<file path="config.mk">
export PLATFORM = sky130hd
export DESIGN_NAME = cursor_list_free_pool
export DESIGN_NICKNAME = d
export VERILOG_FILES = /design/src/sv/clfp_pkg.sv /design/src/sv/clfp_ram.sv /design/src/sv/cursor_list_free_pool.sv
export VERILOG_INCLUDE_DIRS = /design/src /design/src/sv
export SDC_FILE = /design/constraint.sdc
export NUM_CORES = 1
export LEC_CHECK = 0
export ABC_AREA = 1
export BUFFER_PORTS_ARGS = -buffer_cell sky130_fd_sc_hd__buf_2
export CAP_MARGIN = 20
export CORE_MARGIN = 2
export CORE_UTILIZATION = 50
export DETAILED_ROUTE_END_ITERATION = 8
export GPL_TIMING_DRIVEN = 0
export PLACE_DENSITY = 0.66
export SYNTH_ARGS = -nofsm -noshare
export SYNTH_HDL_FRONTEND = slang
export SYNTH_SLANG_ARGS = --single-unit
</file>
<file path="constraint.sdc">
create_clock -name i_clk -period 3.5 [get_ports i_clk]
set_clock_uncertainty 0.15 [all_clocks]
set_input_delay 0.525 -clock i_clk [delete_from_list [all_inputs] [get_ports i_clk]]
set_output_delay 0.525 -clock i_clk [all_outputs]
set_load 0.005 [all_outputs]
</file>
<file path="src/sv/assert_macros.svh">
// Assertion macros used by the top-level RTL file of the cursor list free pool.
`ifndef ASSERT_MACROS_SVH
`define ASSERT_MACROS_SVH
`ifndef NO_ASSERTIONS
// Property that must hold at every clock edge outside reset.
`define CLFP_ASSERT(label, clk, rst_n, prop, msg) \
    label: assert property (@(posedge clk) disable iff (!rst_n) (prop)) else $error(msg);
// Condition that must never be true outside reset.
`define CLFP_NEVER(label, clk, rst_n, cond, msg) \
    label: assert property (@(posedge clk) disable iff (!rst_n) !(cond)) else $error(msg);
`else
`define CLFP_ASSERT(label, clk, rst_n, prop, msg)
`define CLFP_NEVER(label, clk, rst_n, cond, msg)
`endif
`endif

</file>
<file path="src/sv/clfp_pkg.sv">
// Package with the sizes, codes and helper functions of the cursor list free pool.
`default_nettype none
package clfp_pkg;

    // Number of cells in the pool.
    localparam int POOL_CELLS = 16;
    // Bits of a cell address, and of a link that can also hold the null code.
    localparam int CELL_W = (POOL_CELLS > 1) ? $clog2(POOL_CELLS) : 1;
    localparam int LINK_W = CELL_W + 1;
    // Bits of the walk step counter, which must reach POOL_CELLS itself.
    localparam int STEP_W = $clog2(POOL_CELLS + 1);

    // Fixed widths of the word fields.
    localparam int MODE_W     = 2;
    localparam int VALUE_W    = 32;
    localparam int CELL_IDX_W = 4;

    typedef logic [LINK_W-1:0]     t_link;
    typedef logic [CELL_W-1:0]     t_cell;
    typedef logic [MODE_W-1:0]     t_mode;
    typedef logic [CELL_IDX_W-1:0] t_cell_idx;

    // The null link is coded as the pool size.
    localparam t_link NULL_LINK = t_link'(POOL_CELLS);

    // Operation codes.
    localparam t_mode MODE_FRONT  = 2'd0;
    localparam t_mode MODE_BACK   = 2'd1;
    localparam t_mode MODE_RETURN = 2'd2;

    // Status codes.
    localparam logic STATUS_DONE = 1'b0;
    localparam logic STATUS_FULL = 1'b1;

    // True when a link names a real cell rather than null or beyond.
    function automatic logic is_cell(input t_link lnk);
        return lnk < NULL_LINK;
    endfunction

    // Link held by a cell after reset: the next cell, the last one null.
    function automatic t_link reset_link(input t_cell addr);
        return t_link'(addr) + t_link'(1);
    endfunction

endpackage
`default_nettype wire

</file>
<file path="src/sv/clfp_ram.sv">
// Generic single-port-write, single-port-read RAM with a registered read.
`default_nettype none
module clfp_ram #(
    parameter int WIDTH  = 8,
    parameter int DEPTH  = 16,
    parameter int ADDR_W = (DEPTH > 1) ? $clog2(DEPTH) : 1
) (
    input  wire logic              i_clk,
    input  wire logic              i_wr_en,
    input  wire logic [ADDR_W-1:0] i_wr_addr,
    input  wire logic [WIDTH-1:0]  i_wr_data,
    input  wire logic [ADDR_W-1:0] i_rd_addr,
    output logic      [WIDTH-1:0]  o_rd_data
);

    logic [WIDTH-1:0] r_mem [DEPTH];

    always_ff @(posedge i_clk) begin
        if (i_wr_en) begin
            r_mem[i_wr_addr] <= i_wr_data;
        end
        o_rd_data <= r_mem[i_rd_addr];
    end

endmodule
`default_nettype wire

</file>
<file path="src/sv/cursor_list_free_pool.sv">
// Top level of the cursor list free pool: control sequencer around the link and value RAMs.
// A fixed pool of cells, each with a 32-bit value and a link, holds a free list and one
// user list. Each input word inserts a value at the front of the list, inserts it at the
// back, or returns a cell to the free list; every word yields exactly one result word with
// a status (done, or pool full) and the cell taken or released. Returning a cell does not
// unlink it from the list, so loops are possible; the walk to the tail stops after
// POOL_CELLS steps. The links live in a RAM with a registered read, and its reset
// contents are supplied by a valid bit per entry, so no clearing pass is needed after reset.
// Each accepted word goes to S_START. A return, the unused mode or a refused insert then
// goes to S_DONE; an insert at the front or an insert at the back onto an empty list goes
// through S_TAKE to S_DONE; an insert at the back onto a non-empty list goes through S_TAKE
// and then S_WALK, which reaches the tail by one link RAM read per cycle (at most POOL_CELLS
// cells passed), then S_DONE, which loads the result word once the output register is free.
// The input stalls until the result word is loaded and the next word can be accepted at the
// following edge. The next word is taken once the previous result has moved into the
// output register, even if that register is still stalled.
`default_nettype none
`include "assert_macros.svh"
module cursor_list_free_pool (
    input  wire logic                      i_clk,
    input  wire logic                      i_rst_n,
    input  wire logic                      i_in_valid,
    output logic                           o_in_stall,
    input  wire clfp_pkg::t_mode           i_mode,
    input  wire logic signed [31:0]        i_value,
    input  wire clfp_pkg::t_cell_idx       i_cell_index,
    output logic                           o_out_valid,
    input  wire logic                      i_out_stall,
    output logic                           o_status,
    output clfp_pkg::t_cell_idx            o_cell_used
);
    import clfp_pkg::*;

    typedef enum logic [2:0] {
        S_IDLE,
        S_START,
        S_TAKE,
        S_WALK,
        S_DONE
    } t_state;

    t_state                  r_state;
    t_mode                   r_mode;
    logic signed [VALUE_W-1:0] r_value;
    t_cell_idx               r_idx;
    t_link                   r_free_head;
    t_link                   r_list_head;
    t_link                   r_new_cell;
    t_link                   r_trav;
    logic [STEP_W-1:0]       r_steps;
    logic                    r_res_status;
    t_cell_idx               r_res_cell;
    logic [POOL_CELLS-1:0]   r_link_valid;

    // Read-side bookkeeping for the link RAM: address, valid bit and forwarding.
    t_cell                   r_rd_addr;
    logic                    r_rd_valid;
    logic                    r_fwd_hit;
    t_link                   r_fwd_data;

    // Link RAM ports.
    logic                    link_we;
    t_cell                   link_waddr;
    t_link                   link_wdata;
    t_cell                   link_raddr;
    t_link                   link_ram_q;
    t_link                   link_rdata;

    // Value RAM write port.
    logic                    val_we;
    t_cell                   val_waddr;

    logic                    idx_is_cell;
    logic                    walk_more;

    assign o_in_stall = (r_state != S_IDLE);

    // The returned cell must lie inside the pool.
    assign idx_is_cell = is_cell(t_link'(r_idx)) && (int'(r_idx) < POOL_CELLS);

    // Link as seen by the logic: a write to the same entry in the read cycle wins, and an
    // entry never written since reset reads as its reset link.
    always_comb begin
        if (r_fwd_hit) begin
            link_rdata = r_fwd_data;
        end else if (r_rd_valid) begin
            link_rdata = link_ram_q;
        end else begin
            link_rdata = reset_link(r_rd_addr);
        end
    end

    assign walk_more = is_cell(link_rdata) && (r_steps < STEP_W'(POOL_CELLS));

    // Addresses and write enables of both RAMs for the current step.
    always_comb begin
        link_we    = 1'b0;
        link_waddr = CELL_W'(r_trav);
        link_wdata = NULL_LINK;
        link_raddr = CELL_W'(r_free_head);
        val_we     = 1'b0;
        val_waddr  = CELL_W'(r_free_head);
        case (r_state)
            S_START: begin
                // Fetch the link of the free head for a possible insert.
                link_raddr = CELL_W'(r_free_head);
                if (r_mode == MODE_RETURN && idx_is_cell) begin
                    link_we    = 1'b1;
                    link_waddr = CELL_W'(r_idx);
                    link_wdata = r_free_head;
                end
            end
            S_TAKE: begin
                // The taken cell gets its value and its new link; the list head is read
                // in case the tail has to be found.
                val_we     = 1'b1;
                val_waddr  = CELL_W'(r_free_head);
                link_we    = 1'b1;
                link_waddr = CELL_W'(r_free_head);
                link_wdata = (r_mode == MODE_FRONT) ? r_list_head : NULL_LINK;
                link_raddr = CELL_W'(r_list_head);
            end
            S_WALK: begin
                if (walk_more) begin
                    link_raddr = CELL_W'(link_rdata);
                end else begin
                    link_we    = 1'b1;
                    link_waddr = CELL_W'(r_trav);
                    link_wdata = r_new_cell;
                end
            end
            default: begin
            end
        endcase
    end

    clfp_ram #(
        .WIDTH (LINK_W),
        .DEPTH (POOL_CELLS)
    ) u_link_ram (
        .i_clk     (i_clk),
        .i_wr_en   (link_we),
        .i_wr_addr (link_waddr),
        .i_wr_data (link_wdata),
        .i_rd_addr (link_raddr),
        .o_rd_data (link_ram_q)
    );

    // Cell values are stored by every insert that takes a cell; no result word carries them.
    clfp_ram #(
        .WIDTH (VALUE_W),
        .DEPTH (POOL_CELLS)
    ) u_value_ram (
        .i_clk     (i_clk),
        .i_wr_en   (val_we),
        .i_wr_addr (val_waddr),
        .i_wr_data (r_value),
        .i_rd_addr (link_raddr),
        .o_rd_data ()
    );

    always_ff @(posedge i_clk) begin
        if (!i_rst_n) begin
            r_state      <= S_IDLE;
            r_free_head  <= '0;
            r_list_head  <= NULL_LINK;
            r_link_valid <= '0;
            r_fwd_hit    <= 1'b0;
            r_rd_valid   <= 1'b0;
            r_steps      <= '0;
            o_out_valid  <= 1'b0;
        end else begin
            // Read-side tracking for the link RAM.
            r_rd_addr  <= link_raddr;
            r_rd_valid <= r_link_valid[link_raddr];
            r_fwd_hit  <= link_we && (link_waddr == link_raddr);
            r_fwd_data <= link_wdata;
            if (link_we) begin
                r_link_valid[link_waddr] <= 1'b1;
            end

            // A word taken by the receiver empties the output register, unless a new
            // result word is loaded in the same cycle.
            if (o_out_valid && !i_out_stall && r_state != S_DONE) begin
                o_out_valid <= 1'b0;
            end

            case (r_state)
                S_IDLE: begin
                    if (i_in_valid) begin
                        r_mode  <= i_mode;
                        r_value <= i_value;
                        r_idx   <= i_cell_index;
                        r_state <= S_START;
                    end
                end
                S_START: begin
                    case (r_mode)
                        MODE_FRONT, MODE_BACK: begin
                            if (!is_cell(r_free_head)) begin
                                r_res_status <= STATUS_FULL;
                                r_res_cell   <= '0;
                                r_state      <= S_DONE;
                            end else begin
                                r_res_status <= STATUS_DONE;
                                r_res_cell   <= CELL_IDX_W'(r_free_head);
                                r_state      <= S_TAKE;
                            end
                        end
                        MODE_RETURN: begin
                            r_res_status <= STATUS_DONE;
                            r_res_cell   <= r_idx;
                            r_state      <= S_DONE;
                            if (idx_is_cell) begin
                                r_free_head <= t_link'(r_idx);
                            end
                        end
                        default: begin
                            r_res_status <= STATUS_DONE;
                            r_res_cell   <= '0;
                            r_state      <= S_DONE;
                        end
                    endcase
                end
                S_TAKE: begin
                    r_new_cell  <= r_free_head;
                    r_free_head <= link_rdata;
                    r_trav      <= r_list_head;
                    r_steps     <= '0;
                    if (r_mode == MODE_FRONT || !is_cell(r_list_head)) begin
                        r_list_head <= r_free_head;
                        r_state     <= S_DONE;
                    end else begin
                        r_state <= S_WALK;
                    end
                end
                S_WALK: begin
                    if (walk_more) begin
                        r_trav  <= link_rdata;
                        r_steps <= r_steps + STEP_W'(1);
                    end else begin
                        r_state <= S_DONE;
                    end
                end
                S_DONE: begin
                    if (!o_out_valid || !i_out_stall) begin
                        o_out_valid <= 1'b1;
                        o_status    <= r_res_status;
                        o_cell_used <= r_res_cell;
                        r_state     <= S_IDLE;
                    end
                end
                default: begin
                    r_state <= S_IDLE;
                end
            endcase
        end
    end

    `CLFP_NEVER(a_steps_bound, i_clk, i_rst_n, r_steps > STEP_W'(POOL_CELLS), "walk ran past the pool size")
    `CLFP_NEVER(a_heads_coded, i_clk, i_rst_n, (r_free_head > NULL_LINK) || (r_list_head > NULL_LINK), "list head holds a code beyond null")
    `CLFP_ASSERT(a_walk_on_cell, i_clk, i_rst_n, (r_state == S_WALK) |-> is_cell(r_trav), "walk stands on a null link")
    `CLFP_ASSERT(a_write_marks_valid, i_clk, i_rst_n, link_we |=> r_link_valid[$past(link_waddr)], "written link entry not marked valid")

endmodule
`default_nettype wire
</file>
## Yosys cells after proc, flatten, opt, wreduce, memory -nomap -nowiden

Memory sizes are Yosys's and may differ from the RTL's. A register that Yosys moved wholly into a read port is not among the register bits.
Cells that the tools add are included.

- Flip-flop bits (word level): 71
- RAM bits: 80
- Bits of input ports: 42
- Output and inout bits: 7
- Word-level logic and storage cells: 105
- Memories kept: 1

- Add/sub/neg operators: 2
- Magnitude comparators: 7
- Equal/unequal tests: 13
- Muxes and demuxes: 38
- Bitwise logic cells: 1
- Reduce and logical (&&, ||, !) cells: 25

Memories:

| name | words | bits a word | read ports | clocked after memory_dff | wr ports | line | text |
|---|---|---|---|---|---|---|---|
| u_link_ram.r_mem | 16 | 5 | 1 | 1 | 1 | clfp_ram.sv:16 | `logic [WIDTH-1:0] r_mem [DEPTH];` |

Operators with widths:

| cell | count |
|---|---|
| 5-bit 2-to-1 mux | 7 |
| 4-bit one-hot mux with 2 select lines | 4 |
| 5-bit < comparator, second input constant | 4 |
| 5-bit one-hot mux with 2 select lines | 2 |
| 3-bit 2-to-1 mux | 6 |
| 4-bit 2-to-1 mux | 4 |
| 16-bit bitwise OR | 1 |
| 3-bit one-hot mux with 5 select lines | 1 |
| 5-bit one-hot mux with 3 select lines | 1 |
| 3-bit AND reduction | 4 |
| 4-bit by 5-bit < comparator with 1-bit output, second input constant | 2 |
| 1-bit 2-to-1 mux | 10 |
| 2-bit inequality test, second input constant | 5 |
| 2-bit AND reduction | 5 |
| 3-bit by 2-bit == test with 1-bit output, second input constant | 2 |
| 4-bit by 1-bit adder with 5-bit output, second input constant | 1 |
| 5-bit by 1-bit adder with 5-bit output, second input constant | 1 |
| 1-bit logical AND | 5 |
| 1-bit binary-select mux with 4-bit select | 1 |
| 1-bit demux with 4-bit select | 1 |
| 4-bit == test | 1 |
| 4-bit by 1-bit greater-or-equal comparator with 1-bit output, second input constant | 1 |
| 2-bit nonzero test | 2 |
| 3-bit by 1-bit == test with 1-bit output, second input constant | 1 |
| 11 further kinds | 14 |

## Depth between registers and ports, before layout

Gate-level depths: netlist of the first run.

- Depth after elaboration: 9
- Gate-level depth with buffers: 18
- Gate-level depth less buffers: 17

## By module

A second synthesis of the first run with hierarchy kept.

- Cell total of the unflattened synthesis: 751
- Area, all modules: 7233.2 µm²

Modules (own cells, without submodules):

| module | instances | cells an instance | area each (µm²) | sequential area each (µm²) |
|---|---|---|---|---|
| clfp_ram | 1 | 355 | 3691.0 | 2502.4 |
| cursor_list_free_pool | 1 | 396 | 3542.1 | 1761.7 |

## Least setup slack after synthesis of the first run

No wires, ideal clock.

- Kind: register to register
- From: reg r_state[2]
- To: mem u_link_ram.r_mem[12][0] (netlist bit), enable pin
- Setup time: 0.347 ns
- Arrival: 1.782 ns
- Data required time: 3.003 ns
- Setup slack: 1.221 ns
- Cell stages (with the launch flop): 10
- Path buffers: 1
- Clock period less this slack: 2.279 ns
- Path through: dfxtp_1 nor3_4 inv_2 buf_6 nand2_2 o21ai_0 inv_1 nor3_1 inv_1 nor2_1

- Cells in the longest elaborated chain, start to end: 4
- Elaborated cells on any way between the ends: 7

Ends and longest elaborated chain:

| what | line | text |
|---|---|---|
| from (decl) | cursor_list_free_pool.sv:42 | `t_state r_state;` |
| from (signal assigned) | cursor_list_free_pool.sv:164 | `r_state <= S_IDLE;` |
| from (signal assigned) | cursor_list_free_pool.sv:194 | `r_state <= S_START;` |
| from (signal assigned) | cursor_list_free_pool.sv:203 | `r_state <= S_DONE;` |
| 3-bit by 2-bit == test with 1-bit output or 3-bit by 1-bit == test with 1-bit output (tied branches) | cursor_list_free_pool.sv:103 | `case (r_state)` |
| 1-bit one-hot mux with 3 select lines | cursor_list_free_pool.sv:103 |  |
| 1-bit 2-to-1 mux | clfp_ram.sv:19 | `if (i_wr_en) begin` |
| 1-bit 2-to-1 mux (implied by the code) | clfp_ram.sv:20 | `r_mem[i_wr_addr] <= i_wr_data;` |
| to (decl) | clfp_ram.sv:16 |  |

Several ways; a longest one is shown, not always the timed one.

## Worst setup path in the final report of the first run

- From: reg r_rd_addr[0]
- To: reg u_link_ram.o_rd_data[3] (read register of u_link_ram.r_mem)

- Cells in the longest elaborated chain, start to end: 7

Ends and longest elaborated chain:

| what | line | text |
|---|---|---|
| from (decl) | cursor_list_free_pool.sv:56 | `t_cell r_rd_addr;` |
| from (signal assigned) | cursor_list_free_pool.sv:174 | `r_rd_addr <= link_raddr;` |
| 4-bit by 1-bit adder with 5-bit output * | clfp_pkg.sv:42 | `return t_link'(addr) + t_link'(1);` |
| 5-bit 2-to-1 mux * | cursor_list_free_pool.sv:86 | `end else if (r_rd_valid) begin` |
| 5-bit 2-to-1 mux * | cursor_list_free_pool.sv:84 | `if (r_fwd_hit) begin` |
| 5-bit < comparator | clfp_pkg.sv:37 | `return lnk < NULL_LINK;` |
| 1-bit logical AND | cursor_list_free_pool.sv:93 | `assign walk_more = is_cell(link_rdata) && (r_steps < STEP_W'(POOL_CELLS));` |
| 4-bit 2-to-1 mux * | cursor_list_free_pool.sv:124 | `if (walk_more) begin` |
| 4-bit one-hot mux with 2 select lines * | cursor_list_free_pool.sv:103 |  |
| to (decl) | clfp_ram.sv:13 | `output logic [WIDTH-1:0] o_rd_data` |

Mark *: on every way between the ends. The rest lies on a longest branch, timed or not.
A chain may end at the register's enable or synchronous reset.

==> out/qor.yml, run 1 <==
status: "finished clean"
drtIter0Drc: 486
path_max_fanout: 10
antenna_found_initial: 0
critPathLaunchType: "register"
syn_area_per_cell_um2: 10.48
setup_viol: 0
rsz0062_at_grt: "false"
track_usage: 0.2361
syn_area_um2: 6709
cp_cell_sequence: "ha_1, nand2_1, inv_1, nand2_1, nand2_1, nand2_1, nand2_1, nand2_1, nand2_4, nand2_4, nand2_4, buf_6, buf_4, o211ai_1, nand3_1, nand3_1, nand2_1"
worst_slew_pin_slew_ns: 1.002
grt_most_used_layer: "met2"
cts_inserted_buffers: 17
slowest_stage: "edfxtp_1"
synth_flop_cell: "edfxtp_1"
fmax_mhz: 339.3
grt_use_met2: 0.3550
fin_area_um2: 7685
max_stage_delay_ns: 0.45
ys_seq_area_frac: 0.6356
ir_drop_uv: 484.6
holdBufCountCts: 0
finalHoldViolations: 0
min_period_ns: 2.947
synth_common_cells: "edfxtp_1 (114), nand2_1 (95), inv_1 (88), nand3_1 (59), nor2_1 (50)"
p_leak_nw: 2.903
synthAdderAreaFrac: 0.003730
use_met3: 0.06131
antenna_cells: 0
wire_per_inst_um: 18.04
start_util: 0.5086
rows: 42
place_area_um2: 7084
synthToLayoutAreaGrowth_pct: 14.55
multi_input_area_um2: 1969
synth.distinct_cells: 39
synth_compound_area_frac: 0.1115
min_path_type: "in -> reg"
synth_mux_area_frac: 0
die_w_um: 119.8
ys_warn_count: 0
grt_remaining_overflow: 0
synth_top_family_by_area: "simple AND/OR/NAND/NOR gates"
cpMostUsedCell: "nand2_1"
maxSlewHeadroom: 0.3294
fillers: 1066
netlist.top_cell.by_area: "edfxtp_1"
path_class: "reg -> reg"
path_buf_inv: 3
synthArstFlopShare: 0
synth_most_common_cell: "edfxtp_1"
grt_pass1_wl_um: 25180
wl_um: 15680
synthTopCellsByArea: "edfxtp_1 (51%), dfxtp_1 (13%), nand2_1 (5.3%)"
drive_gt1_frac: 0.1270
drv_slew: 0
clk_latency_ns: 0.43
hpwlAfterDp_um: 11180
cts_root_buf: "clkbuf_16"
drtAntennaViolNets: 0
use_met1: 0.3303
critical_path_required_ns: 3.68
holdWs_ns: 0.1169
postCtsSetupBuffers: 0
clk_pin_slew_ns: 0.06
cts.htree.levels: 4
syn_inst: 640
ys_ff_latch: 156
cts_tree: "done"
critPathCaptureType: "register"
cpLargestDelayFamily: "simple AND/OR/NAND/NOR gates"
grt_pass1_vias: 4719
critPathArrivalTime_ns: 3.13
reg2reg_setup_slack_ns: 0.55
gp_congestion: 0.9403
pre_cts_ws_ns: 0.6470
pin_count: 49
drt_pass1_iterations: 5
cts.sinks: 156
fin_crit_sh: 0.8421
clockBufferDepth: 2
via_per_inst: 5.555
finalSetupTns_ns: 0
core_area_um2: 13190
num_vias: 4827
synth-xor-area-share: 0.003916
synth_simple_gate_area_frac: 0.1716
grt_max_degree: 17
synth_nets: 684
power_density_nw_per_um2: 577.9
dieArea_um2: 14360
cts_resized: 0
synth_top_area_share: 0.5103
max_cap_violations: 0
portBuffers: 16
seq_area_um2: 4264
die_h_um: 119.8
power_mw: 4.441
drc: 0
fin_nets: 724
synth_edf_count: 114
worst_slack_ns: 0.5525
## cell usage in the layout, fill, tap and decap left out, types with 17 or more instances in the layout
cell type | synthesis | final
clkbuf_16 | 0 | 17
dfxtp_1 | 42 | 42
o211ai_1 | 38 | 38
buf_2 | 5 | 21
o21ai_0 | 29 | 29
nand2_1 | 95 | 95
a21oi_1 | 21 | 21
nand3_1 | 59 | 59
edfxtp_1 | 114 | 114
nor2_1 | 50 | 50
inv_1 | 88 | 88
## layout make-up
| type | instances | share of cell area |
|---|---|---|
| Inverter | 96 | 0.04689 |
| Tap cell | 176 | 0.02866 |
| Timing Repair Buffer | 21 | 0.01775 |
| Multi-Input combinational cell | 369 | 0.2563 |
| Clock buffer | 19 | 0.05633 |
| Sequential cell | 156 | 0.5549 |
| Clock inverter | 13 | 0.02182 |
| Buffer | 19 | 0.01742 |
## kinds of logic after synthesis
kind of cell / Yosys count
fa+ha+maj: 2
flops: 156
xor+xnor: 3
buf+inv: 115
compound gates: 118
simple gates: 246
## report_power, final
group | switching (mW) | internal (mW)
sequential | 0.0329 | 2.05
clock | 0.739 | 1.12
combinational | 0.346 | 0.148
total | 1.12 | 3.32
## final timing paths
path                         from  cells after the start                 endpoint
setup / recovery     r_rd_addr[0]                     17  u_link_ram.o_rd_data[3]
setup reg to reg     r_rd_addr[0]                     17  u_link_ram.o_rd_data[3]
hold / removal    i_cell_index[2]                      1                 r_idx[2]
hold reg to reg     r_res_cell[3]                      0           o_cell_used[3]
## registers in the layout, indices dropped and copies added, names as in the netlist, 5 cells and up
register,cells
r_free_head,5
u_link_ram.o_rd_data,5
u_link_ram.r_mem,80
r_new_cell,5
r_list_head,5
r_steps,5
r_link_valid,16
r_fwd_data,5
## routing by layer
layer,up-vias,part of all wire
li1,2287,-
met1,2313,0.44
met4,0,0.024
met5,-,0
met3,35,0.077
met2,192,0.46
## stage by stage
step	cells	util
after global placement	832	0.5314
after detailed placement	837	0.5371
after global routing	869	0.5826
after CTS	869	0.5826
final	869	0.5826
after floorplan	640	-
## worst reg2reg max path: cells and delay by family, from the launching register on
family	cells	cell delay, ns
AO/OA/AOI/OAI	1	0.25
AND/OR/NAND/NOR	12	1.36
buffers and inverters	3	0.39
adder cells (fa/ha/maj)	1	0.27
flip-flops	1	0.45
(Power assumes the default switching activity.)
==> inputs of run 2 (changes only) <==
==> constraint.sdc (replaced) <==
create_clock -name i_clk -period 2.94 [get_ports i_clk]
set_clock_uncertainty 0.15 [all_clocks]
set_input_delay 0.441 -clock i_clk [delete_from_list [all_inputs] [get_ports i_clk]]
set_output_delay 0.441 -clock i_clk [all_outputs]
set_load 0.005 [all_outputs]
==> run 2 against run 1 <==
  * Non-clock buffer count is 5 higher
  * Sequential power rose by 19%
  * Wire length is 0.50% higher
  * Largest power group unchanged
  * Critical endpoint is now u_link_ram.r_mem[11][2]
  * Critical path type unchanged
  * Maximum frequency rose by 1.6%
  * Worst setup slack got worse by 0.51 ns
==> out/qor.yml, run 2 (synthesis gave the netlist of run 1 again) <==
fin_cells: 874
fin_area_um2: 7766
maxSlewHeadroom: 0.3449
rsz0062_at_grt: "true"
p_int_mw: 3.964
clockBufferDepth: 2
antenna_cells: 0
synthToLayoutAreaGrowth_pct: 15.76
min_path_type: "in -> reg"
wl_um: 15760
cts.sinks: 156
drc: 0
crit_start: "r_state[1]"
seq_power_share: 0.468
setup_viol: 0
p_leak_nw: 2.933
power_density_nw_per_um2: 683.1
clk_latency_ns: 0.43
pwr-share-clk: 0.419
ir_drop_uv: 576.1
hold_start: "i_cell_index[2]"
grt_remaining_overflow: 0
antenna_found_initial: 0
grt_pass1_wl_um: 25180
largest_register_ffs: 80
die_w_um: 119.8
gp_congestion: 0.9403
wire_per_inst_um: 18.03
worst_slew_pin_slew_ns: 0.9784
grt_pass1_vias: 4719
top_register: "u_link_ram.r_mem"
rr_startpoint: "r_state[1]"
fin_nets: 729
finalHoldViolations: 0
dieArea_um2: 14360
holdBufCountCts: 0
critPathCaptureType: "register"
critPathArrivalTime_ns: 2.82
finish.utilization: 0.5888
grt_max_degree: 17
num_vias: 4831
worst_slack_ns: 0.03831
layout_common_cells: "edfxtp_1 (114), nand2_1 (93), inv_1 (88)"
min_period_ns: 2.902
cts_root_buf: "clkbuf_16"
final_common_cell: "edfxtp_1"
power.net_switching_mw: 1.341
drtIter0Drc: 482
place_area_um2: 7084
via_per_inst: 5.527
comb_power_share: 0.114
drtAntennaViolNets: 0
critical_path_required_ns: 2.86
cts.htree.levels: 4
reg.largest.list: "u_link_ram.r_mem: 80 flops, r_link_valid: 16 flops"
status: "finished clean"
die_h_um: 119.8
max_cap_violations: 0
fmax_mhz: 344.6
cts_inserted_buffers: 17
track_usage: 0.2361
clk_pin_slew_ns: 0.06
power_mw: 5.305
swShare: 0.2528
path_class: "reg -> reg"
pin_count: 49
drt_pass1_iterations: 5
critPathLaunchType: "register"
hpwlAfterDp_um: 11180
cts_tree: "done"
drv_slew: 0
drive_gt1_frac: 0.1504
fin_crit_sh: 0.9870
path_max_fanout: 10
portBuffers: 16
rows: 42
start_util: 0.5086
pre_cts_ws_ns: 0.08704
dp_cells: 837
core_area_um2: 13190
run 2: cell types whose count changed in the layout (fill, tap and decap cells not counted):
cell      before  now
nand2_1       95   93
buf_1          1    0
nor2_1        50   42
clkbuf_1       6    5
clkbuf_2       0    2
buf_4          3    8
nor3_2         1    0
nand2_2        3    5
nor3_4         2    3
nor2_4         0    2
nor2_2         2    8
run 2: worst paths after layout:
check                            end  slack, ns  cells past startpoint
min reg2reg                 o_status       0.28                      0
max          u_link_ram.r_mem[11][2]       0.04                      9
min                         r_idx[2]       0.03                      1
max reg2reg  u_link_ram.r_mem[11][2]       0.04                      9
run 2: metrics by stage:
stage | hold slack [ns] | TNS (ns)
2_1_floorplan | 0.2503 | 0
3_3_place_gp | 0.2539 | -5.225
3_5_place_dp | 0.2602 | 0
4_1_cts | 0.02047 | 0
5_1_grt | 0.02630 | -4.677
6_report | 0.03178 | 0
run 2: final cells by class:
type                    count  area (um2)
inverters                  96       360.3
multi-input cells         369        2011
clock buffers              19       432.9
clock inverters            13       167.7
repair buffers             26       173.9
plain buffers              19       136.4
well taps                 176       220.2
flip-flops and latches    156        4264
fillers                  1055        5424
run 2: worst max-delay path: stages, from the launching register on:
cell and delay, ns:
dfxtp_1 0.40, inv_1 0.13, nor3_4 0.39, inv_2 0.12, buf_6 0.17, nand2_2 0.16
o21ai_0 0.18, inv_1 0.15, nand3_1 0.18, nor2_1 0.49
run 2: routing by layer:
metal	routed length, um	vias to the layer above	track usage
met5	0	-	0
met4	390	0	0.09118
met3	1255	34	0.06131
met2	7240	177	0.3550
met1	6870	2323	0.3303
li1	-	2297	-
run 2: repair_timing:
| item | 4_1_cts | 5_1_grt |
|---|---|---|
| endpoints found under the setup margin | 0 | 98 |
| setup buffers | 0 | 5 |
| gates resized for setup | 0 | 16 |
run 2: power groups by stage:
stage          sequential, mW  clock [mW]  combinational, mW
3_3_place_gp             2.52           0              0.550
5_1_grt                  2.49        2.33              0.659
6_report                 2.48        2.22              0.603
2_1_floorplan            2.52           0              0.383
4_1_cts                  2.48        2.24              0.578
3_5_place_dp             2.53           0              0.573
==> inputs of run 3 (changes only) <==
--- a/config.mk
+++ b/config.mk
@@ -13,6 +13,7 @@
 export CORE_UTILIZATION = 50
 export DETAILED_ROUTE_END_ITERATION = 8
 export GPL_TIMING_DRIVEN = 0
+export MAX_ROUTING_LAYER = met4
 export PLACE_DENSITY = 0.66
 export SYNTH_ARGS = -nofsm -noshare
 export SYNTH_HDL_FRONTEND = slang
==> run 3 against run 2 <==
  * Combinational power down 0.7%
  * Sequential power about the same
  * Wire length is 0.27% higher
  * Sequential cell count stayed put
  * Largest cell class unchanged
  * Critical path depth up 8
  * Total power grew 2.9%
  * Clock power is 7% higher
==> out/qor.yml, run 3 (synthesis gave the netlist of run 1 again) <==
status: "finished clean"
min_path_type: "in -> reg"
top_register: "u_link_ram.r_mem"
fin_area_um2: 7820
cts.sinks: 156
cts_root_buf: "clkbuf_16"
fin_nets: 725
antenna_cells: 0
p_leak_nw: 2.937
maxSlewHeadroom: 0.3816
clockBufferDepth: 2
final_common_cell: "edfxtp_1"
gp_congestion: 0.9698
path_max_fanout: 10
drive_gt1_frac: 0.1587
fmax_mhz: 359.8
rows: 42
start_util: 0.5086
via_per_inst: 5.552
critPathCaptureType: "register"
setup_viol: 0
critPathArrivalTime_ns: 3.00
met1Wirelength_um: 6962
crit_start: "r_rd_addr[0]"
fin_crit_sh: 0.9452
fillers: 1086
rr_startpoint: "r_rd_addr[0]"
path_class: "reg -> reg"
cts_inserted_buffers: 17
drc: 0
num_vias: 4825
grt_remaining_overflow: 0
routed.top_layer: "met4"
drtAntennaViolNets: 0
wire_per_inst_um: 18.18
largest_register_ffs: 80
power_mw: 5.459
core_area_um2: 13190
ir_drop_uv: 369.4
multi_input_area_um2: 2047
hpwlAfterDp_um: 11300
wl_um: 15800
finalHoldViolations: 0
drt_pass1_iterations: 5
route.met2.wl_um: 7210
place_area_um2: 7083
max_cap_violations: 0
min_period_ns: 2.779
dieArea_um2: 14360
clk_latency_ns: 0.43
synthToLayoutAreaGrowth_pct: 16.56
r2r_end: "u_link_ram.o_rd_data[4]"
power_density_nw_per_um2: 698.0
finalSetupTns_ns: 0
drtIter0Drc: 576
die_w_um: 119.8
seq_area_um2: 4265
grt_pass1_wl_um: 24810
cts_tree: "done"
reg2reg_setup_slack_ns: 0.16
worst_slew_pin_slew_ns: 0.9236
pin_count: 49
holdBufCountCts: 0
dp_cells: 836
crit_path_end: "u_link_ram.o_rd_data[4]"
fin_cells: 869
reg2reg_depth: 17
rsz0062_at_grt: "true"
layout_common_cells: "edfxtp_1 (114), nand2_1 (95), inv_1 (88)"
grt_pass1_vias: 4550
critPathLaunchType: "register"
die_h_um: 119.8
track_usage: 0.2408
antenna_found_initial: 0
critical_path_required_ns: 3.16
clk_pin_slew_ns: 0.06
routed-wl-met3_um: 1323
cts.htree.levels: 4
drv_slew: 0
portBuffers: 16
reg.largest.list: "u_link_ram.r_mem: 80 flops, r_link_valid: 16 flops"
grt_max_degree: 18
==> run 3: cell count changes in the layout (fill, tap and decap cells not counted), moves of 3 or more <==
| cell | previous run | this run |
|---|---|---|
| nor2_2 | 8 | 13 |
| nor2_1 | 42 | 34 |
| buf_4 | 8 | 5 |
| nor2_4 | 2 | 5 |
==> run 3: routing by layer <==
metal  global-route usage  vias up
li1                     -     2291
met1               0.3355     2317
met2               0.3532      187
met3              0.04800       30
met4              0.08897        0
met5                    -        -
==> run 3: critical path, stage by stage (launching register included) <==
cell and delay [ns]:
edfxtp_1 0.43, ha_1 0.25, nand2_1 0.07, inv_1 0.04, nand2_1 0.05, nand2_1 0.08, nand2_1 0.13, nand2_1 0.10
nand2_1 0.14, nand2_4 0.12, inv_1 0.14, nor2_1 0.07, nor2_2 0.23, inv_2 0.11, buf_2 0.22, nand3_1 0.13
nand3_1 0.15, nand2_1 0.10
==> run 3: worst min path at each step <==
stage                    startpoint        endpoint  slack [ns]  cells past startpoint
floorplan             r_res_cell[0]  o_cell_used[0]        0.25                      0
global placement       r_res_status        o_status        0.25                      0
global route              i_mode[1]       r_mode[1]        0.02                      1
detailed placement    r_res_cell[2]  o_cell_used[2]        0.26                      0
CTS                 i_cell_index[3]        r_idx[3]        0.02                      1
finish              i_cell_index[2]        r_idx[2]        0.03                      1
==> run 3: repair_timing <==
action / in CTS / in global routing
pin swaps: 0 / 2
gates cloned: 0 / 0
gates resized for setup: 2 / 26
hold endpoints to repair: 0 / 0
buffers inserted: 0 / 2
endpoints found under the setup margin: 20 / 100
==> run 3: per-stage QoR <==
stage / hold WS, ns / utilization / setup WS, ns
4_1_cts: 0.02106 / 0.5864 / -0.03335
3_5_place_dp: 0.2554 / 0.5370 / -0.002026
5_1_grt: 0.02418 / 0.5929 / -0.006468
3_3_place_gp: 0.2539 / 0.5314 / -0.1486
2_1_floorplan: 0.2503 / - / 0.6608
6_report: 0.03241 / 0.5929 / 0.1610
==> run 3: power by group <==
part	internal [mW]	total [mW]	switching, mW
combinational	0.182	0.599	0.417
sequential	2.44	2.48	0.0385
clock	1.51	2.38	0.872
total	4.13	5.46	1.33
==> run 3: layout make-up <==
type / count / area share
buffer: 19 / 0.01744
clock buffer: 18 / 0.05488
clock inverter: 13 / 0.02784
inverter: 96 / 0.04608
multi-input combinational: 369 / 0.2618
sequential: 156 / 0.5454
tap: 176 / 0.02816
timing repair buffer: 22 / 0.01840
